File: src/ltwe_pkg.sv
// Shared types, constants and register codes for the LED twinkle envelope core.
package ltwe_pkg;

   // Field widths
   localparam int PIXEL_W   = 8;
   localparam int BRIGHT_W  = 16;
   localparam int LEVEL_W   = 8;
   localparam int CSR_IDX_W = 2;
   localparam int CSR_DAT_W = 16;

   // Pixel index widened far enough to compare against any supported pixel count
   localparam int IDX_EXT_W = 13;

   // One quotient bit is resolved per divider stage
   localparam int DIV_STEPS = LEVEL_W;

   // Default pixel count
   localparam int PIXEL_COUNT_DEF = 256;

   // Register reset values
   localparam logic [BRIGHT_W-1:0] MIN_LEVEL_RST  = 16'd0;
   localparam logic [BRIGHT_W-1:0] MAX_LEVEL_RST  = 16'd65280;
   localparam logic [BRIGHT_W-1:0] STEP_SIZE_RST  = 16'd256;
   localparam logic [BRIGHT_W-1:0] OUT_DIV_RST    = 16'd256;

   // Register indexes
   typedef enum logic [CSR_IDX_W-1:0] {
      CSR_MIN_LEVEL      = 2'd0,
      CSR_MAX_LEVEL      = 2'd1,
      CSR_STEP_SIZE      = 2'd2,
      CSR_OUTPUT_DIVISOR = 2'd3
   } csr_index_type;

   // Per-pixel state word kept in the state memory
   typedef struct packed {
      logic                active;
      logic                rising;
      logic [BRIGHT_W-1:0] bright;
   } pixel_state_type;

   localparam pixel_state_type PIXEL_STATE_RST = '{active: 1'b0, rising: 1'b1, bright: '0};

   // Beat handed from the update stage to the divider
   typedef struct packed {
      logic [PIXEL_W-1:0]  pixel;
      logic                active;
      logic [BRIGHT_W-1:0] bright;
   } div_in_type;

   // One divider pipeline stage
   typedef struct packed {
      logic [PIXEL_W-1:0]  pixel;
      logic                active;
      logic [BRIGHT_W-1:0] rem;
      logic [LEVEL_W-1:0]  quo;
      logic                sat;
   } div_stage_type;

endpackage

File: src/ltwe_state_mem.sv
// Per-pixel state memory: one write port, one registered read port.
module ltwe_state_mem #(
   parameter int DEPTH  = ltwe_pkg::PIXEL_COUNT_DEF,
   parameter int ADDR_W = 8
) (
   input  logic                      clock,
   input  logic                      wr_en,
   input  logic [ADDR_W-1:0]         wr_addr,
   input  ltwe_pkg::pixel_state_type wr_data,
   input  logic                      rd_en,
   input  logic [ADDR_W-1:0]         rd_addr,
   output ltwe_pkg::pixel_state_type rd_data
);
   import ltwe_pkg::*;

   pixel_state_type mem [DEPTH];
   pixel_state_type rd_data_ff;

   // Write the entry
   always_ff @(posedge clock) begin
      if (wr_en) begin
         mem[wr_addr] <= wr_data;
      end
   end

   // Registered read, hold while not enabled
   always_ff @(posedge clock) begin
      if (rd_en) begin
         rd_data_ff <= mem[rd_addr];
      end
   end

   assign rd_data = rd_data_ff;

endmodule

File: src/ltwe_divider.sv
// Pipelined restoring divider: brightness over divisor, saturated to 8 bits.
module ltwe_divider (
   input  logic                            clock,
   input  logic                            reset,
   input  logic                            in_valid,
   output logic                            in_ready,
   input  ltwe_pkg::div_in_type            in_data,
   input  logic [ltwe_pkg::BRIGHT_W-1:0]   divisor,
   output logic                            out_valid,
   input  logic                            out_ready,
   output logic [ltwe_pkg::PIXEL_W-1:0]    out_pixel,
   output logic [ltwe_pkg::LEVEL_W-1:0]    out_level,
   output logic                            out_active
);
   import ltwe_pkg::*;

   localparam int SHIFT_W = BRIGHT_W + DIV_STEPS;

   div_stage_type        st_ff [DIV_STEPS+1];
   div_stage_type        st_in [DIV_STEPS+1];
   logic [DIV_STEPS:0]   v_ff;
   logic [DIV_STEPS+1:0] rdy;

   // Advance each stage when it is empty or its successor advances
   always_comb begin
      rdy[DIV_STEPS+1] = out_ready;
      for (int k = DIV_STEPS; k >= 0; k--) begin
         rdy[k] = !v_ff[k] || rdy[k+1];
      end
   end

   // Resolve one quotient bit per stage, check saturation in the first
   always_comb begin
      logic [SHIFT_W-1:0] shifted;
      logic               ge;
      shifted = '0;
      ge      = 1'b0;
      st_in[0].pixel  = in_data.pixel;
      st_in[0].active = in_data.active;
      st_in[0].rem    = in_data.bright;
      st_in[0].quo    = '0;
      st_in[0].sat    = 1'b0;
      for (int k = 1; k <= DIV_STEPS; k++) begin
         st_in[k] = st_ff[k-1];
         shifted  = SHIFT_W'(divisor) << (DIV_STEPS - k);
         ge       = SHIFT_W'(st_ff[k-1].rem) >= shifted;
         if (ge) begin
            st_in[k].rem                 = st_ff[k-1].rem - shifted[BRIGHT_W-1:0];
            st_in[k].quo[DIV_STEPS - k]  = 1'b1;
         end
         if (k == 1) begin
            st_in[k].sat = (st_ff[k-1].rem >> DIV_STEPS) >= divisor;
         end
      end
   end

   // Stage valid bits
   always_ff @(posedge clock) begin
      if (reset) begin
         v_ff <= '0;
      end else begin
         if (rdy[0]) begin
            v_ff[0] <= in_valid;
         end
         for (int k = 1; k <= DIV_STEPS; k++) begin
            if (rdy[k]) begin
               v_ff[k] <= v_ff[k-1];
            end
         end
      end
   end

   // Stage payloads
   always_ff @(posedge clock) begin
      for (int k = 0; k <= DIV_STEPS; k++) begin
         if (rdy[k]) begin
            st_ff[k] <= st_in[k];
         end
      end
   end

   assign in_ready   = rdy[0];
   assign out_valid  = v_ff[DIV_STEPS];
   assign out_pixel  = st_ff[DIV_STEPS].pixel;
   assign out_active = st_ff[DIV_STEPS].active;
   assign out_level  = st_ff[DIV_STEPS].sat ? {LEVEL_W{1'b1}} : st_ff[DIV_STEPS].quo;

   // An idle pixel always renders dark
   a_idle_dark: assert property (@(posedge clock) disable iff (reset)
      out_valid && !out_active |-> out_level == '0)
      else $error("idle pixel rendered with nonzero level");

   // A stalled result beat holds its level
   a_out_hold: assert property (@(posedge clock) disable iff (reset)
      out_valid && !out_ready |=> out_valid && $stable(out_level))
      else $error("stalled result level changed");

   // Saturation implies the brightness reached 256 times the divisor
   a_sat_range: assert property (@(posedge clock) disable iff (reset)
      v_ff[DIV_STEPS] && st_ff[DIV_STEPS].sat |-> divisor <= BRIGHT_W'(255))
      else $error("saturation with a divisor too large to saturate");

endmodule

File: src/led_twinkle_envelope_core.sv
// Top level of the LED twinkle envelope core: registers, state update and result path.
//
//   channel   ports                                        direction
//   req       req_valid/req_ready, pixel_index, start      in, one pixel update per beat
//   rsp       rsp_valid/rsp_ready, out_pixel/level/active  out, one result per update
//   csr       csr_wr_en, csr_index, csr_wr_data            in, register write, no wait
//
// Throughput is one update per cycle while rsp_ready is high and no clearing pass runs; an update
// passes through one memory read/update stage, one divider entry stage and eight divider bit
// stages before rsp_valid rises for its result.
// Updates to the same pixel in consecutive cycles are forwarded around the state memory.
// After reset a clearing pass writes every state entry, with req_ready low.
// A stalled rsp channel backs up stage by stage; bubbles in the pipeline are filled first.
module led_twinkle_envelope_core #(
   parameter int PIXEL_COUNT = ltwe_pkg::PIXEL_COUNT_DEF
) (
   input  logic                            clock,
   input  logic                            reset,
   input  logic                            req_valid,
   output logic                            req_ready,
   input  logic [ltwe_pkg::PIXEL_W-1:0]    req_pixel_index,
   input  logic                            req_start_request,
   output logic                            rsp_valid,
   input  logic                            rsp_ready,
   output logic [ltwe_pkg::PIXEL_W-1:0]    rsp_out_pixel,
   output logic [ltwe_pkg::LEVEL_W-1:0]    rsp_out_level,
   output logic                            rsp_out_active,
   input  logic                            csr_wr_en,
   input  logic [ltwe_pkg::CSR_IDX_W-1:0]  csr_index,
   input  logic [ltwe_pkg::CSR_DAT_W-1:0]  csr_wr_data
);
   import ltwe_pkg::*;

   localparam int ADDR_W = (PIXEL_COUNT > 1) ? $clog2(PIXEL_COUNT) : 1;

   // Configuration registers
   logic [BRIGHT_W-1:0] min_level_ff;
   logic [BRIGHT_W-1:0] max_level_ff;
   logic [BRIGHT_W-1:0] step_size_ff;
   logic [BRIGHT_W-1:0] out_div_ff;
   logic [BRIGHT_W-1:0] div_eff;

   // Clearing pass
   logic                clr_busy_ff;
   logic [ADDR_W-1:0]   clr_addr_ff;

   // Update stage
   logic                s1_v_ff;
   logic [PIXEL_W-1:0]  s1_idx_ff;
   logic                s1_start_ff;
   logic                s1_inr_ff;
   logic [ADDR_W-1:0]   s1_addr_ff;
   logic                fwd_sel_ff;
   logic                fwd_sel_in;
   pixel_state_type     fwd_ff;
   pixel_state_type     s1_old;
   pixel_state_type     s1_new;

   // Input decode
   logic [IDX_EXT_W-1:0] req_idx_ext;
   logic [ADDR_W-1:0]    req_addr;
   logic                 req_inr;
   logic                 accept;
   logic                 s1_adv;

   // Memory ports
   logic                 wr_en;
   logic [ADDR_W-1:0]    wr_addr;
   pixel_state_type      wr_data;
   pixel_state_type      mem_rd;

   // Divider link
   logic                 div_in_ready;
   div_in_type           div_in;

   // Write configuration registers
   always_ff @(posedge clock) begin
      if (reset) begin
         min_level_ff <= MIN_LEVEL_RST;
         max_level_ff <= MAX_LEVEL_RST;
         step_size_ff <= STEP_SIZE_RST;
         out_div_ff   <= OUT_DIV_RST;
      end else if (csr_wr_en) begin
         case (csr_index)
            CSR_MIN_LEVEL:      min_level_ff <= csr_wr_data;
            CSR_MAX_LEVEL:      max_level_ff <= csr_wr_data;
            CSR_STEP_SIZE:      step_size_ff <= csr_wr_data;
            CSR_OUTPUT_DIVISOR: out_div_ff   <= csr_wr_data;
            default: ;
         endcase
      end
   end

   // Treat a zero divisor as one
   assign div_eff = (out_div_ff == '0) ? BRIGHT_W'(1) : out_div_ff;

   // Sweep the state memory after reset
   always_ff @(posedge clock) begin
      if (reset) begin
         clr_busy_ff <= 1'b1;
         clr_addr_ff <= '0;
      end else if (clr_busy_ff) begin
         if (clr_addr_ff == ADDR_W'(PIXEL_COUNT - 1)) begin
            clr_busy_ff <= 1'b0;
         end else begin
            clr_addr_ff <= clr_addr_ff + ADDR_W'(1);
         end
      end
   end

   // Decode the incoming pixel index
   assign req_idx_ext = IDX_EXT_W'(req_pixel_index);
   assign req_addr    = req_idx_ext[ADDR_W-1:0];
   assign req_inr     = req_idx_ext < IDX_EXT_W'(PIXEL_COUNT);

   // Handshake of the update stage
   assign s1_adv    = s1_v_ff && div_in_ready;
   assign req_ready = !clr_busy_ff && (!s1_v_ff || div_in_ready);
   assign accept    = req_valid && req_ready;

   // Forward a write-back that lands on the entry being read
   assign fwd_sel_in = s1_adv && s1_inr_ff && req_inr && (s1_addr_ff == req_addr);

   always_ff @(posedge clock) begin
      if (reset) begin
         s1_v_ff    <= 1'b0;
         fwd_sel_ff <= 1'b0;
      end else begin
         if (accept) begin
            s1_v_ff    <= 1'b1;
            fwd_sel_ff <= fwd_sel_in;
         end else if (s1_adv) begin
            s1_v_ff    <= 1'b0;
         end
      end
   end

   always_ff @(posedge clock) begin
      if (accept) begin
         s1_idx_ff   <= req_pixel_index;
         s1_start_ff <= req_start_request;
         s1_inr_ff   <= req_inr;
         s1_addr_ff  <= req_addr;
         fwd_ff      <= s1_new;
      end
   end

   assign s1_old = fwd_sel_ff ? fwd_ff : mem_rd;

   // Start, step up with clamp, or step down toward idle
   always_comb begin
      logic [BRIGHT_W:0] sum;
      s1_new = s1_old;
      sum    = '0;
      if (!s1_new.active && s1_start_ff) begin
         s1_new.active = 1'b1;
         s1_new.rising = 1'b1;
         s1_new.bright = min_level_ff;
      end
      if (s1_new.active) begin
         if (s1_new.rising) begin
            sum = {1'b0, s1_new.bright} + {1'b0, step_size_ff};
            if (sum >= {1'b0, max_level_ff}) begin
               s1_new.bright = max_level_ff;
               s1_new.rising = 1'b0;
            end else begin
               s1_new.bright = sum[BRIGHT_W-1:0];
            end
         end else begin
            if (s1_new.bright < step_size_ff) begin
               s1_new.bright = '0;
            end else begin
               s1_new.bright = s1_new.bright - step_size_ff;
            end
            if (s1_new.bright == '0) begin
               s1_new.rising = 1'b1;
               s1_new.active = 1'b0;
            end
         end
      end
   end

   // Memory write port: clearing pass or write-back
   assign wr_en   = clr_busy_ff || (s1_adv && s1_inr_ff);
   assign wr_addr = clr_busy_ff ? clr_addr_ff : s1_addr_ff;
   assign wr_data = clr_busy_ff ? PIXEL_STATE_RST : s1_new;

   ltwe_state_mem #(
      .DEPTH  (PIXEL_COUNT),
      .ADDR_W (ADDR_W)
   ) u_state_mem (
      .clock   (clock),
      .wr_en   (wr_en),
      .wr_addr (wr_addr),
      .wr_data (wr_data),
      .rd_en   (accept),
      .rd_addr (req_addr),
      .rd_data (mem_rd)
   );

   // Drop state for out-of-range pixels
   assign div_in.pixel  = s1_idx_ff;
   assign div_in.active = s1_inr_ff && s1_new.active;
   assign div_in.bright = s1_inr_ff ? s1_new.bright : '0;

   ltwe_divider u_divider (
      .clock      (clock),
      .reset      (reset),
      .in_valid   (s1_v_ff),
      .in_ready   (div_in_ready),
      .in_data    (div_in),
      .divisor    (div_eff),
      .out_valid  (rsp_valid),
      .out_ready  (rsp_ready),
      .out_pixel  (rsp_out_pixel),
      .out_level  (rsp_out_level),
      .out_active (rsp_out_active)
   );

   // No update in flight while the clearing pass owns the write port
   a_clr_exclusive: assert property (@(posedge clock) disable iff (reset)
      clr_busy_ff |-> !s1_v_ff && !req_ready)
      else $error("update in flight during clearing pass");

   // An idle pixel is stored with zero brightness
   a_idle_zero: assert property (@(posedge clock) disable iff (reset)
      s1_v_ff && s1_inr_ff && !s1_new.active |-> s1_new.bright == '0)
      else $error("idle pixel left with nonzero brightness");

   // A stalled update beat keeps its pixel and its read data
   a_s1_hold: assert property (@(posedge clock) disable iff (reset)
      s1_v_ff && !div_in_ready |=> s1_v_ff && $stable(s1_idx_ff) && $stable(s1_old))
      else $error("stalled update beat changed");

endmodule
File: config.mk
export PLATFORM = sky130hd
export DESIGN_NAME = led_twinkle_envelope_core
export DESIGN_NICKNAME = d
export VERILOG_FILES = /design/src/ltwe_pkg.sv /design/src/ltwe_state_mem.sv /design/src/ltwe_divider.sv /design/src/led_twinkle_envelope_core.sv
export SDC_FILE = /design/constraint.sdc
export NUM_CORES = 2
export LEC_CHECK = 0
export BUFFER_PORTS_ARGS = -buffer_cell sky130_fd_sc_hd__buf_2
export CORE_ASPECT_RATIO = 1.5
export CORE_MARGIN = 5
export CORE_UTILIZATION = 60
export CTS_CLUSTER_SIZE = 30
export DETAILED_ROUTE_END_ITERATION = 7
export PLACE_DENSITY = 0.75
export SLEW_MARGIN = 0
export SYNTH_ARGS = -nofsm -noshare
export SYNTH_HDL_FRONTEND = slang
export SYNTH_HIERARCHICAL = 1
export SYNTH_MEMORY_MAX_BITS = 65536
export SYNTH_SLANG_ARGS = --single-unit
export TNS_END_PERCENT = 5
File: constraint.sdc
create_clock -name clock -period 33 [get_ports clock]
set_input_delay 0 -clock clock [delete_from_list [all_inputs] [get_ports clock]]
set_output_delay 0 -clock clock [all_outputs]
set_load 0.03 [all_outputs]
# == Word level (Yosys, flattened, before mapping) ==
# Memory sizes are Yosys's and may differ from the RTL's. A register that Yosys moved wholly into a read port is not among the register bits.
# Index checks and enable logic that the tools add are counted.
# totals
n_memories,2
in_bits,32
ff_bits,112
out_inout_bits,19
word_cells,149
mem_bits_rw,4914
# op_classes
reduce_logical,40
order_cmp,12
addsub,11
n_bitwise,1
muxes,55
eq_ne,5
# mem_list
name,depth,width,read_ports,rd_clocked_by_memory_dff,wr,line_no,text
u_state_mem.mem,256,18,1,1,1,ltwe_state_mem.sv:16,pixel_state_type mem [DEPTH];
u_divider.st_ff,9,34,9,0,9,ltwe_divider.sv:19,div_stage_type st_ff [DIV_STEPS+1];
# op_table
operator,n
$mux 16,13
$sub 16x16->16,9
$mux 18,4
$mux 17,2
$mux 1,33
$logic_not 16->1,2
$ge 16x23->1,1
$ge 16x22->1,1
$ge 16x21->1,1
$ge 16x20->1,1
$ge 16x19->1,1
$ge 16x18->1,1
$add 16x16->17,1
$ge 16x17->1,1
$ge 17x16->1,1
$ge 16x16->1,1
$ge 8x16->1,1
$lt 16x16->1,1
$mux 8,2
$logic_not 1->1,12
$logic_or 1x1->1,11
$reduce_and 2->1,5
$lt 8x9->1 const B,1
$add 8x1->8 const B,1
other kinds (9),17

# == Longest topological paths before layout ==
# logic_depth
ltp_word,15
depth_mapped,27
ltp_nobuf,23

# == Cells and area by module ==
# Netlist, hierarchy kept.
# modules_own_cells
module,seq_area_each_um2,cells_per_inst,area_per_inst_um2,n_inst
ltwe_state_mem,138913.2,8281,178402.4,1
ltwe_divider,7777.5,997,13301.5,1
led_twinkle_envelope_core,2312.2,922,7234.4,1

# == Worst setup path before layout ==
# Ideal clock, no wire load.
# synth_timing
path_kind,register -> register
start,register fwd_sel_ff
end,"memory u_state_mem/mem[0][1] in the netlist's numbering, data pin"
period_less_slack_ns,18.407
path_stages_with_launch,26
setup_time_ns,2.428
required_time_ns,30.572
arrival_time_ns,15.979
setup_slack_ns,14.593
path_buffers,4
path_cell_list,dfxtp_1 > buf_4 > mux2i_1 > nand2_1 > clkbuf_1 > o21ai_0 > inv_1 > ha_1 > inv_1 > fa_1 > o21bai_4 > a2111oi_4 > o31ai_4 > nand3_1 > nand3_1 > xnor2_1 > ha_1 > a21o_1 > a211oi_1 > o311ai_0 > nor4_4 > and2_1 > buf_6 > buf_6 > o211ai_1 > a311oi_1
# synth_rtl
element,line_no,text
"start, declared",led_twinkle_envelope_core.sv:53,logic fwd_sel_ff;
"start signal, assigned",led_twinkle_envelope_core.sv:131,fwd_sel_ff <= fwd_sel_in;
"end, declared",ltwe_state_mem.sv:16,

==> tab_implementation.tex <==
\begin{tabular}{lr}
\hline
Metric & Value \\
\hline
\multicolumn{2}{l}{\textbf{Pwr}} \\
\quad Total leakage power & about 75 nW \\
\quad PwrDens & $\sim$60 nW/um2 \\
\quad VDD IR max & around 0.055 mV \\
\multicolumn{2}{l}{\textbf{Run status}} \\
\quad Outcome & finished with violations \\
\quad Failing checks & capacitance limit, slew limit \\
\multicolumn{2}{l}{\textbf{Synthesis}} \\
\quad Cell area after technology mapping & 198,900 um2 \\
\quad Post-synthesis cell count & approximately 10,000 \\
\quad Synth top cells by count & 4,906 x edfxtp\_1, 864 x mux4\_2, 824 x mux2i\_1 \\
\quad Synthesized net count & 10,400 \\
\quad Number of distinct library cells after synthesis & 98 \\
\quad Post-synthesis area per instance & around 20 um2 \\
\quad Yosys top cell by area & edfxtp\_1 \\
\quad Register bit total from synthesis & roughly 5,000 \\
\quad Most instantiated flip-flop cell in the synthesis netlist & edfxtp\_1 \\
\quad Number of warning messages in the yosys log & 6 \\
\quad Synth top area cells & edfxtp\_1 74\%, mux4\_2 9.8\%, mux2i\_1 4.1\%, o221ai\_1 1.4\%, ha\_1 0.99\% \\
\quad Asr flop ratio synth & 0 \\
\quad Share of the synthesized area in the top cell type & 0.7405 \\
\quad Count of flip-flops with a built-in enable after synthesis & 4,906 \\
\quad Sequential fraction of the synthesis area & 0.7490 \\
\quad Count leader, synth & edfxtp\_1 \\
\multicolumn{2}{l}{\textbf{Die}} \\
\quad \# rows & 259 \\
\quad IO Count & 51 \\
\quad Area enclosed by the die boundary & 343,400 um2 \\
\quad Die X-Extent & 480.2 um \\
\quad Initial core utilization & 0.6013 \\
\quad Core Area & 330,900 um2 \\
\quad Die Span Y & 715.2 um \\
\multicolumn{2}{l}{\textbf{Timing}} \\
\quad Final worst path period share & 0.2861 \\
\quad Final sum of negative setup slack & 0 ps \\
\quad Pin slew with the least headroom to its limit & 1588 ps \\
\quad Tmin final & 9441 ps \\
\quad Final Hold Violating Endpoints & 0 \\
\quad RSZ-0062 raised after global routing & false \\
\quad Worst Skew & 100.7 ps \\
\quad Max-slew headroom at the worst pin & -0.06378 \\
\quad Max Clk Rate & 0.1059 GHz \\
\quad Number of slew-limit violations in the final report & 2 \\
\quad Final number of setup-violating endpoints & 0 \\
\quad Final Worst Setup Slack & 23,560 ps \\
\multicolumn{2}{l}{\textbf{Clock tree}} \\
\quad Clock slew at reported path FFs & roughly 70 ps \\
\quad Clock Root Buffer & clkbuf\_16 \\
\quad CTS tree & built \\
\quad TritonCTS Buffers & 441 \\
\quad Insertion delay to the later sink of the worst-skew pair & between 900 and 1000 ps \\
\quad CTS-repair resized insts & 0 \\
\quad Post-CTS setup-driven buffer insertion count & 0 \\
\quad Clock sinks & 4,990 \\
\quad Maximum clock path buffer count & 4 \\
\quad Number of hold buffers added after CTS & 62 \\
\quad Number of H-tree branching levels & 5 \\
\multicolumn{2}{l}{\textbf{Drt}} \\
\quad Detailed-routing iteration count for the pre-antenna-repair pass & 7 \\
\quad Routed wire per std cell & 36.02 um \\
\quad Wirelength, routed & 553.6 mm \\
\quad Number of DRC violations after detailed routing & 0 \\
\quad Number of violations reported at the end of detailed-routing iteration 0 & roughly 15,000 \\
\quad Vias per inst & 6.951 \\
\quad Number of vias in the routed layout & 106,800 \\
\quad Antenna viol nets, final & 0 \\
\multicolumn{2}{l}{\textbf{Placed design}} \\
\quad Setup Slack @ Placement & 23,610 ps \\
\quad Number of input and output port buffers inserted & 50 \\
\quad Global placer's final weighted congestion & about 0.95 \\
\quad Hpwl dp & 322.5 mm \\
\quad Cell Area, Placed & 205,500 um2 \\
\multicolumn{2}{l}{\textbf{Worst setup path}} \\
\quad Biggest cell delay along the critical path & 1020 ps \\
\quad Critical Path, Cell by Cell & buf\_4, mux2i\_1, nand2\_1, buf\_4, nor2\_1, a21oi\_1, ha\_1, nor2\_1, o211ai\_1, a211oi\_1, o21bai\_1, a21oi\_1, xnor2\_1, ha\_1, a21o\_1, a211oi\_1, o311ai\_0, nor4\_4, and2\_1, mux2i\_1, a21oi\_1, and2\_4, buf\_4, buf\_4 \\
\quad Maximum fanout count along the critical path & 112 \\
\quad Worst r2r src & fwd\_sel\_ff \\
\quad Arrival time of the worst setup path & 10,040 ps \\
\quad Worst reg2reg setup slack & around 24,000 ps \\
\quad Buffering stage count on the worst path with inverters included & 4 \\
\quad Logic depth of the worst register-to-register path & 24 \\
\quad Nature of the critical path endpoint & flip-flop \\
\quad Critical path class & flip-flop to flip-flop \\
\quad Critical path required time & 33,600 ps \\
\quad Slowest-stage cell, CP & buf\_4 \\
\quad Destination of the worst register-to-register timing path & u\_state\_mem/mem[58][9] \\
\quad Cell mode on critical path & buf\_4 \\
\quad Worst Setup Start Kind & flip-flop \\
\quad Kind of cell with the highest combined delay on the critical path & compound AO/OA/AOI/OAI gates \\
\multicolumn{2}{l}{\textbf{Global route}} \\
\quad Global routing met1 resource utilization & 0.3855 \\
\quad Total global routing track utilization & 0.3207 \\
\quad Largest net degree at the start of global routing & 257 \\
\quad Vias in the first global route & 107,700 \\
\quad Initial antenna violation count & 26 \\
\quad Met2 track utilization from global routing & 0.5304 \\
\quad Overall overflow remaining after global route & 0 \\
\quad Wire length of the first global-routing pass & approximately 780 mm \\
\quad Met3 global-route usage & 0.06757 \\
\quad Most crowded layer after global routing & met2 \\
\multicolumn{2}{l}{\textbf{Final layout}} \\
\quad Area of combinational cells with multiple inputs & between 40,000 and 50,000 um2 \\
\quad Layout filler cell count & 20,600 \\
\quad Post-route cell area & 220,200 um2 \\
\quad Final Net Count & roughly 11,000 \\
\quad Area delta synth->final & 10.68\% \\
\quad Share of cells above drive strength 1 & 0.2082 \\
\quad Sequential standard cell area & 149,000 um2 \\
\multicolumn{2}{l}{\textbf{Worst hold path}} \\
\quad Path type of the worst min-delay path & input pin to flip-flop \\
\quad Hold depth & 5 \\
\quad Worst hold start & req\_valid \\
\quad Capture endpoint of the worst hold path & fwd\_sel\_ff \\
\multicolumn{2}{l}{\textbf{Job}} \\
\quad Max-capacitance violation count & 1 \\
\hline
\end{tabular}
## worst max path at each step
stage / start / end / slack, ps / depth (start not counted)
2_1_floorplan: fwd_sel_ff / u_state_mem/mem[0][1] / 14590 / 25
4_1_cts: fwd_sel_ff / u_state_mem/mem[9][9] / 23540 / 24
3_3_place_gp: fwd_sel_ff / u_state_mem/mem[22][9] / 23610 / 24
3_5_place_dp: fwd_sel_ff / u_state_mem/mem[0][9] / 23610 / 24
5_1_grt: fwd_sel_ff / u_state_mem/mem[9][9] / 22940 / 24
6_report: fwd_sel_ff / u_state_mem/mem[58][9] / 23560 / 24
## final cells by class
class	count	share of cell area
tap	4437	0.02521
timing repair buffer	498	0.01859
clock buffer	520	0.05214
clock inverter	273	0.01141
antenna	15	0.0001705
multi-input combinational	4527	0.2138
sequential	4990	0.6767
inverter	108	0.001898
## layout by cell type, fill, tap and decap left out, drive strengths merged, types with 10 or more instances in the layout
cell type | Yosys | final
a22oi | 52 | 52
nor4 | 46 | 46
or3 | 10 | 10
a21o | 24 | 24
o211ai | 23 | 23
buf | 299 | 435
clkbuf | 276 | 521
mux2 | 69 | 69
edfxtp | 4906 | 4906
diode | 0 | 15
nor2b | 35 | 35
o21ai | 87 | 87
xor2 | 32 | 32
inv | 107 | 126
a21oi | 377 | 377
nand2b | 23 | 23
xnor2 | 54 | 54
clkinv | 1 | 200
nor2 | 430 | 430
nand3b | 15 | 15
nand2 | 293 | 293
o221ai | 320 | 320
o21a | 17 | 17
nor3 | 192 | 192
or2 | 25 | 25
mux2i | 824 | 824
a31oi | 35 | 35
bufinv | 0 | 41
ha | 157 | 157
a22o | 19 | 19
dlygate4sd3 | 0 | 62
nand3 | 56 | 56
clkinvlp | 0 | 14
dfxtp | 84 | 84
a211oi | 17 | 17
o22ai | 243 | 243
nand4 | 54 | 54
mux4 | 864 | 864
o21bai | 11 | 11
## worst reg2reg max path, stage by stage (launching register included)
cell and delay (ps):
dfxtp_1 320, buf_4 360, mux2i_1 190, nand2_1 130
buf_4 430, nor2_1 90, a21oi_1 430, ha_1 390
nor2_1 330, o211ai_1 270, a211oi_1 540, o21bai_1 190
a21oi_1 190, xnor2_1 140, ha_1 220, a21o_1 170
a211oi_1 240, o311ai_0 250, nor4_4 380, and2_1 740
mux2i_1 160, a21oi_1 330, and2_4 730, buf_4 740
buf_4 1040
## where the power goes
part	leakage [nW]	total (mW)	internal (mW)	switching (mW)
clock network	6.84	5.08	2.80	2.27
registers	49.3	7.02	6.97	0.0451
logic	18.9	1.08	0.450	0.629
## kinds of logic after synthesis
family,after synthesis,share of synthesized area
AOI/OAI and AO/OA,1292,0.04441
buffers and inverters,683,0.01946
muxes,1757,0.1433
adders and majority gates,166,0.01078
xor gates and xnor gates,86,0.003786
and+or+nand+nor,1226,0.02925
DFF,4990,0.7490
## per-layer routing
| metal | vias to the layer above | routed length, um |
|---|---|---|
| li1 | 42890 | - |
| met1 | 54710 | 175700 |
| met2 | 7390 | 273100 |
| met3 | 1815 | 58740 |
| met4 | 10 | 45990 |
| met5 | - | 64 |
## stage by stage
stage	power [mW]	hold slack (ps)	instances	utilization
3_5_place_dp	8.206	325.0	14500	0.6210
2_1_floorplan	7.919	98.87	10200	-
6_report	13.17	136.0	15370	0.6655
3_3_place_gp	8.170	318.4	14500	0.6210
5_1_grt	13.57	126.4	15350	0.6654
4_1_cts	13.21	45.01	15350	0.6652
## state kept, by name, indices dropped and copies added (netlist names)
| signal | count |
|---|---|
| s1_addr_ff | 8 |
| u_state_mem/rd_data | 18 |
| out_div_ff | 16 |
| clr_addr_ff | 8 |
| step_size_ff | 16 |
| max_level_ff | 16 |
| u_state_mem/mem | 4608 |
| s1_start_ff | 1 |
| fwd_sel_ff | 1 |
| u_divider/st_ff | 253 |
| s1_v_ff | 1 |
| clr_busy_ff | 1 |
| min_level_ff | 16 |
| u_divider/v_ff | 9 |
| fwd_ff | 18 |
No activity file was read; power rests on OpenSTA's default activity.
